### config.mk
export PLATFORM = sky130hd
export DESIGN_NAME = kif_ctrl
export DESIGN_NICKNAME = d
export VERILOG_FILES = /design/src/rtl/kif_pkg.sv /design/src/rtl/kif_ctrl.sv
export VERILOG_INCLUDE_DIRS = /design/src /design/src/rtl
export SDC_FILE = /design/constraint.sdc
export NUM_CORES = 1
export LEC_CHECK = 0
export BUFFER_PORTS_ARGS = -buffer_cell sky130_fd_sc_hd__buf_4
export CAP_MARGIN = 30
export CORE_ASPECT_RATIO = 0.9
export CORE_MARGIN = 2
export CORE_UTILIZATION = 37
export DETAILED_ROUTE_END_ITERATION = 7
export REMOVE_ABC_BUFFERS = 1
export SETUP_SLACK_MARGIN = 0.1
export SYNTH_ARGS = -nofsm -noshare
export SYNTH_HDL_FRONTEND = slang
export SYNTH_SLANG_ARGS = --single-unit
### constraint.sdc
create_clock -name clk -period 2.42 [get_ports clk]
set_input_delay 0 -clock clk [delete_from_list [all_inputs] [get_ports clk]]
set_output_delay 0 -clock clk [all_outputs]
set_load 0.05 [all_outputs]
### src/rtl/keyframe_interval_finder_macros.svh
// Assertion macros for the keyframe interval finder
`ifndef KEYFRAME_INTERVAL_FINDER_MACROS_SVH
`define KEYFRAME_INTERVAL_FINDER_MACROS_SVH
// Implication checked on every clock edge outside reset
`define KIF_ASSERT_IMP(label, ante, cons, msg) \
  label: assert property (@(posedge clk) disable iff (!rst_n) (ante) |-> (cons)) \
    else $error(msg);
// Implication whose consequent is checked in the next cycle
`define KIF_ASSERT_NEXT(label, ante, cons, msg) \
  label: assert property (@(posedge clk) disable iff (!rst_n) (ante) |=> (cons)) \
    else $error(msg);
`endif

### src/rtl/kif_pkg.sv
// ----------------------------------------------------------------------------
// kif_pkg
// Shared constants and command/status types of the keyframe interval finder.
// ----------------------------------------------------------------------------
package kif_pkg;
  localparam int MAX_FRAMES_DEF  = 256;
  localparam int TIME_BITS_DEF   = 48;
  localparam int FACTOR_BITS_DEF = 16;
  localparam int SLOT_BITS       = 8;

  localparam logic OP_WRITE = 1'b0;
  localparam logic OP_QUERY = 1'b1;

  localparam logic [0:0] REG_LOOP  = 1'b0;
  localparam logic [0:0] REG_COUNT = 1'b1;

  // controller -> datapath
  typedef struct packed {
    logic load;      // capture input word
    logic wr_mem;    // store keyframe time
    logic rd_last;   // read entry n-1
    logic rd_first;  // read entry 0
    logic rd_mid;    // read entry mid
    logic cap_dur;   // register duration
    logic cap_first; // register first time
    logic cap_mid;   // update lo/hi from mid read
    logic cap_lo;    // register time at lo
    logic cap_hi;    // register time at hi
    logic rd_lo;     // read entry lo
    logic rd_hi;     // read entry hi
    logic mod_init;
    logic mod_step;
    logic mod_done;
    logic div_init_wrap;
    logic div_init_pair;
    logic div_step;
    logic set_invalid;
    logic finish_ok;
    logic fin_wrap;  // pair last frame with first
  } kif_cmd_t;

  // datapath -> controller
  typedef struct packed {
    logic is_query;
    logic t_neg;
    logic dur_zero;
    logic few;
    logic past_end;
    logic before_first;
    logic search_done;
  } kif_sts_t;
endpackage

### src/rtl/kif_ctrl.sv
// ----------------------------------------------------------------------------
// kif_ctrl
// Sequencer for writes, modulo, binary search and fraction division.
// ----------------------------------------------------------------------------
`include "keyframe_interval_finder_macros.svh"
module kif_ctrl #(
  parameter int TIME_BITS   = kif_pkg::TIME_BITS_DEF,
  parameter int FACTOR_BITS = kif_pkg::FACTOR_BITS_DEF
) (
  input  logic              clk,
  input  logic              rst_n,
  input  logic              start,
  input  logic              loop_en,
  input  kif_pkg::kif_sts_t sts,
  output kif_pkg::kif_cmd_t cmd,
  output logic              busy,
  output logic              out_strobe
);
  localparam int CW = $clog2(TIME_BITS + 1);
  localparam logic [3:0] S_IDLE  = 4'd0, S_DEC = 4'd1, S_RDUR = 4'd2, S_CDUR = 4'd3,
    S_MOD = 4'd4, S_RFST = 4'd5, S_CFST = 4'd6, S_CHK = 4'd7, S_SRCH = 4'd8,
    S_SCAP = 4'd9, S_RLO = 4'd10, S_RHI = 4'd11, S_CHI = 4'd12, S_DIV = 4'd13,
    S_DONE = 4'd14, S_OUT = 4'd15;

  logic [3:0]    state_r, state_nxt;
  logic [CW-1:0] cnt_r, cnt_nxt;
  logic          wrap_r, wrap_nxt;

  always_comb begin
    cmd       = '0;
    state_nxt = state_r;
    cnt_nxt   = cnt_r;
    wrap_nxt  = wrap_r;
    unique case (state_r)
      S_IDLE: begin
        if (start) begin
          cmd.load  = 1'b1;
          state_nxt = S_DEC;
        end
      end
      S_DEC: begin
        if (!sts.is_query) begin
          cmd.wr_mem = 1'b1;
          cmd.set_invalid = 1'b1;
          state_nxt = S_OUT;
        end else if (sts.t_neg) begin
          cmd.set_invalid = 1'b1;
          state_nxt = S_OUT;
        end else begin
          cmd.rd_last = 1'b1;
          state_nxt = S_RDUR;
        end
      end
      S_RDUR: begin
        cmd.cap_dur = 1'b1;
        state_nxt = S_CDUR;
      end
      S_CDUR: begin
        if (loop_en) begin
          if (sts.dur_zero) begin
            cmd.set_invalid = 1'b1;
            state_nxt = S_OUT;
          end else begin
            cmd.mod_init = 1'b1;
            cnt_nxt = CW'(TIME_BITS);
            state_nxt = S_MOD;
          end
        end else begin
          state_nxt = S_RFST;
        end
      end
      S_MOD: begin
        if (cnt_r == '0) begin
          cmd.mod_done = 1'b1;
          state_nxt = S_RFST;
        end else begin
          cmd.mod_step = 1'b1;
          cnt_nxt = cnt_r - CW'(1);
        end
      end
      S_RFST: begin
        cmd.rd_first = 1'b1;
        state_nxt = S_CFST;
      end
      S_CFST: begin
        cmd.cap_first = 1'b1;
        state_nxt = S_CHK;
      end
      S_CHK: begin
        if (sts.few || sts.past_end) begin
          cmd.set_invalid = 1'b1;
          state_nxt = S_OUT;
        end else if (sts.before_first) begin
          if (!loop_en) begin
            cmd.set_invalid = 1'b1;
            state_nxt = S_OUT;
          end else begin
            cmd.div_init_wrap = 1'b1;
            wrap_nxt = 1'b1;
            cnt_nxt = CW'(FACTOR_BITS);
            state_nxt = S_DIV;
          end
        end else begin
          wrap_nxt = 1'b0;
          state_nxt = S_SRCH;
        end
      end
      S_SRCH: begin
        if (sts.search_done) begin
          cmd.rd_lo = 1'b1;
          state_nxt = S_RLO;
        end else begin
          cmd.rd_mid = 1'b1;
          state_nxt = S_SCAP;
        end
      end
      S_SCAP: begin
        cmd.cap_mid = 1'b1;
        state_nxt = S_SRCH;
      end
      S_RLO: begin
        cmd.cap_lo = 1'b1;
        cmd.rd_hi = 1'b1;
        state_nxt = S_RHI;
      end
      S_RHI: begin
        cmd.cap_hi = 1'b1;
        state_nxt = S_CHI;
      end
      S_CHI: begin
        cmd.div_init_pair = 1'b1;
        cnt_nxt = CW'(FACTOR_BITS);
        state_nxt = S_DIV;
      end
      S_DIV: begin
        cmd.div_step = 1'b1;
        cnt_nxt = cnt_r - CW'(1);
        if (cnt_r == CW'(1)) state_nxt = S_DONE;
      end
      S_DONE: begin
        cmd.finish_ok = 1'b1;
        cmd.fin_wrap = wrap_r;
        state_nxt = S_OUT;
      end
      S_OUT: state_nxt = S_IDLE;
      default: state_nxt = S_IDLE;
    endcase
  end

  always_ff @(posedge clk) begin
    if (!rst_n) begin
      state_r <= S_IDLE;
      cnt_r   <= '0;
      wrap_r  <= 1'b0;
    end else begin
      state_r <= state_nxt;
      cnt_r   <= cnt_nxt;
      wrap_r  <= wrap_nxt;
    end
  end

  assign busy       = (state_r != S_IDLE);
  assign out_strobe = (state_r == S_OUT);

  `KIF_ASSERT_NEXT(a_start_leaves_idle, start && !busy, state_r == S_DEC, "start not taken")
  `KIF_ASSERT_NEXT(a_strobe_one, out_strobe, !out_strobe, "strobe held over two cycles")
  `KIF_ASSERT_IMP(a_idle_quiet, !busy, !out_strobe, "strobe while idle")
endmodule

Word-level counts from Yosys, hierarchy flattened
Index checks and enable logic that the tools add are counted.
{"block": "word_totals", "regBits": 11, "latchBits": 0, "mem_bits_rw": 0, "mem_bits_ro": 0, "input_bits": 11, "out_inout_bits": 23, "word_cells": 97, "memories": 0}
{"block": "classes", "n_addsub": 1, "n_mul": 0, "n_div": 0, "magnitude_cmp": 0, "n_eq_ne": 26, "n_shift": 0, "muxes": 58, "bitwise_logic": 1, "n_reduce_logical": 8}
{"operator": "4-bit one-hot mux with 16 select lines", "count": 1}
{"operator": "4-bit two-way mux", "count": 9}
{"operator": "6-bit two-way mux", "count": 6}
{"operator": "1-bit two-way mux", "count": 35}
{"operator": "4-bit == test, second input constant", "count": 8}
{"operator": "6-bit one-hot mux with 5 select lines", "count": 1}
{"operator": "2-bit != test, second input constant", "count": 10}
{"operator": "4-bit by 3-bit == test with 1-bit output, second input constant", "count": 4}
{"operator": "2-bit two-way mux", "count": 5}
{"operator": "4-bit by 2-bit == test with 1-bit output, second input constant", "count": 2}
{"operator": "7-bit AND reduction", "count": 1}
{"operator": "6-bit by 1-bit == test with 1-bit output, second input constant", "count": 1}
{"operator": "6-bit logical NOT", "count": 1}
{"operator": "3-bit AND reduction", "count": 2}
{"operator": "6-bit by 1-bit subtractor with 6-bit output, second input constant", "count": 1}
{"operator": "5-bit nonzero test", "count": 1}
{"operator": "4-bit by 1-bit == test with 1-bit output, second input constant", "count": 1}
{"operator": "4-bit logical NOT", "count": 1}
{"operator": "4-bit nonzero test", "count": 1}
{"operator": "1-bit one-hot mux with 3 select lines", "count": 1}
{"operator": "1-bit logical OR", "count": 1}
{"operator": "1-bit inverter", "count": 1}

Depth between registers and ports, before layout
{"block": "depth", "ltp_word": 4, "depth_mapped": 8, "depth_no_buf": 7}

Worst setup path before layout
OpenSTA, ideal clock, no wires.
{"block": "synth_timing", "path_kind": "reg-to-output", "start": "reg state_r[1]", "end": "out cmd[12] in the netlist's numbering", "arrival_ps": 2306, "setup_slack_ps": 114, "path_stages_with_launch": 5, "path_cell_list": "dfxtp_1 clkbuf_1 nand2_1 nor3_1 buf_4"}
{"item": "from (decl)", "line_no": "kif_ctrl.sv:25", "source": "logic [3:0] state_r, state_nxt;"}
{"item": "from (signal assigned)", "line_no": "kif_ctrl.sv:156", "source": "state_r <= state_nxt;"}
{"item": "to (decl)", "line_no": "kif_ctrl.sv:15", "source": "output kif_pkg::kif_cmd_t cmd,"}

Final worst setup path
{"block": "layout_timing", "start": "reg state_r[0]", "end": "reg cnt_r[5]"}
{"block": "layout_between", "elab_chain_len": 3, "elab_cells_between_ends": 14, "cone_classes": "eq/ne (11); mux (1); reduce/logical (2)"}
{"item": "4-bit == test, or another cell as far along", "line_no": "kif_ctrl.sv:34", "source": "unique case (state_r)"}
{"item": "5-bit nonzero test (no source line) / 2-bit != test (equally long branches)"}
{"item": "7-bit AND reduction (no source line)"}
{"item": "to (signal assigned)", "line_no": "kif_ctrl.sv:157", "source": "cnt_r <= cnt_nxt;"}
{"item": "to (decl)", "line_no": "kif_ctrl.sv:26", "source": "logic [CW-1:0] cnt_r, cnt_nxt;"}
Parallel ways exist; a longest one is shown, timed or not.
A chain may end at the register's enable or synchronous reset.

==> flow_summary.toml <==
[finish]
finalNetCount = 184
area_growth_pct = 28.2
diodes = 0
layout-drive-gt1-share = 0.259
utilization = 0.501

[grt]
grt_pass1_vias = 911
antenna_found_initial = 0
grt_use_total = 0.184
grt_max_degree = 17
grt_pass1_wl_um = 4280
overflow = 0

[sta]
setup_viol = 0
holdWs_ps = 23.8
fin_crit_sh = 0.802
fmax_ghz = 0.515
tightest_slew_ps = 497
slew_headroom = 0.666
finalMaxSlewViolations = 0
setup_ws_ps = 480
fin_crit_ps = 1940
rsz0062_at_grt = "false"
fin_worst_skew_ps = 0.705
hold_viol = 0

[outcome]
outcome = "finished clean"

[critical_path]
critPathMaxFanout = 16
cp.arrival_ps = 2110
required_ps = 2590
crit_chain = "or4b_4 > nor3b_4 > or2_2 > nor3_1 > o2bb2a_4"
slowest_stage = "or4b_4"
critPathKind = "reg2reg"
critPathMaxStageDelay_ps = 630
critPathCaptureType = "flip-flop"
cp-start-kind = "flip-flop"

[pwr]
switching_share = 0.554
clockPowerShare = 0.082
power.switching_mw = 0.869
combPwrFrac = 0.674
p_seq_frac = 0.243
p_per_area_nw_per_um2 = 1270
p_leak_nw = 0.525
power.internal_mw = 0.699
peakVddDrop_mv = 0.814

[floorplanning]
die_h_um = 52.4
ios = 34
die_area_um2 = 3030
initial_core_util = 0.390
core_area_um2 = 2470
die_w_um = 57.8
row_count = 17

[placed_design]
place_congestion = 0.834
dp_hpwl_um = 2080
port_buffers = 33
dpl_worst_slack_ps = 514

[detailed_routing]
ant_nets = 0
drtPass1Iterations = 4
via_per_inst = 5.49
drtIter0Drc = 51
drc = 0
totalWireLength_um = 2660
dr_total_vias = 1087
wire_per_inst_um = 13.4

[logic_synthesis]
syn_area_um2 = 963
yosysMostFrequentCell = "nor2_1"
yosys_most_used_dff = "dfxtp_1"
syn_area_per_cell_um2 = 6.88
yosys_warnings = 0
ys_top_cells_by_area = "dfxtp_1 (23%), nor2_1 (7.8%), nand2b_1 (6.5%)"
synth_largest_area_cell = "dfxtp_1"
synth_cell_types = 38
ys_async_sr_fraction = 0
synth_seq_cells = 11
ys_top_cells_by_count = "nor2_1 (20), nand2_1 (15), dfxtp_1 (11)"
synth_top_area_share = 0.229
yosysSeqAreaShare = 0.229
synth_edf_count = 0
syn_inst = 140

[clock_tree]
cts_tree = "yes"
clock_latency_ps = 270
post-cts-setup-buffer-count = 0
htreeDepth = 1
cts.clk_slew.worst_paths_ps = 70
cts_inserted_buffers = 3
cts_root_buf = "clkbuf_4"
cts.path.max_buffers = 2
cts.repair.resized = 0
holdBufCountCts = 0
cts_sinks = 11

[flow_run]
maxCapViolCount = 0

[min_path]
hold_class = "in2reg"
-- sequential cells by signal, indices dropped and copies added (netlist names) --
signal,cells
state_r,4
wrap_r,1
cnt_r,6
-- layout make-up --
| cell class | count | area [µm²] |
|---|---|---|
| Fill cell | 251 | 1230 |
| Clock buffer | 4 | 26.3 |
| Multi-Input combinational cell | 114 | 672 |
| Tap cell | 28 | 35.0 |
| Inverter | 7 | 26.3 |
| Timing Repair Buffer | 34 | 255 |
| Sequential cell | 11 | 220 |
-- logic make-up (layout without fill, tap and decap cells) --
family / after synthesis / count (layout) / share of synthesized area
buffers and inverters: 15 / 45 / 0.0740
muxes: 1 / 1 / 0.0104
AOI/OAI and AO/OA: 32 / 32 / 0.227
and+or+nand+nor: 79 / 79 / 0.434
adders and majority gates: 2 / 2 / 0.0260
DFF: 11 / 11 / 0.229
-- path summary, 6_finish.rpt --
check                                        startpoint               endpoint  slack (ps)  cells after the start
worst min register to register      wrap_r$_SDFFE_PN0P_    wrap_r$_SDFFE_PN0P_         490                      2
worst max register to register  state_r[0]$_SDFFE_PN0P_  cnt_r[5]$_SDFFE_PN0P_         480                      5
worst min-delay path                            loop_en    wrap_r$_SDFFE_PN0P_          20                      3
worst max-delay path            state_r[0]$_SDFFE_PN0P_  cnt_r[5]$_SDFFE_PN0P_         480                      5
-- power groups by stage --
stage	sequential, mW	combinational (mW)	clock [mW]
after global placement	0.377	1.05	0
after detailed placement	0.382	1.06	0
final	0.381	1.06	0.129
after CTS	0.377	1.06	0.131
after global routing	0.392	1.16	0.142
after floorplan	0.367	0.787	0
-- worst max-delay path: cells and delay by family, from the launching register on --
kind             cells  cell delay (ps)
flip-flops           1              470
AND/OR/NAND/NOR      4             1140
AO/OA/AOI/OAI        1              230
-- metal layers --
metal  wire [µm]  vias up  track usage
met5           0        -            0
met4          12        0       0.0233
met3         158        2       0.0444
met2        1200       34        0.288
met1        1290      497        0.262
li1            -      554            -
-- cell usage in the layout, fill, tap and decap left out, drive strengths merged --
cell,count
o31ai,2
clkbuf,4
nand3b,4
o21a,1
a21boi,2
o311ai,1
or4b,1
nand2b,10
o21ai,5
a31oi,5
o2bb2a,1
nor2,21
inv,7
nand3,4
mux2i,1
and3,1
or3,1
o211a,1
nor3,9
and2,1
nor3b,1
o22ai,2
nor2b,3
nor4,5
a21oi,9
ha,2
dfxtp,11
buf,34
nand4b,1
a221oi,1
or2,2
o211ai,1
a211oi,1
nand2,15
-- per-stage QoR --
step / std cells / power [mW] / setup TNS, ps / instance area (µm²)
after floorplan: 132 / 1.15 / -646 / 918
after global placement: 194 / 1.43 / 0 / 1210
after detailed placement: 194 / 1.44 / 0 / 1210
after CTS: 198 / 1.57 / 0 / 1230
after global routing: 198 / 1.69 / 0 / 1230
final: 198 / 1.57 / 0 / 1230
Note: power is estimated with default switching activity, not from simulation.
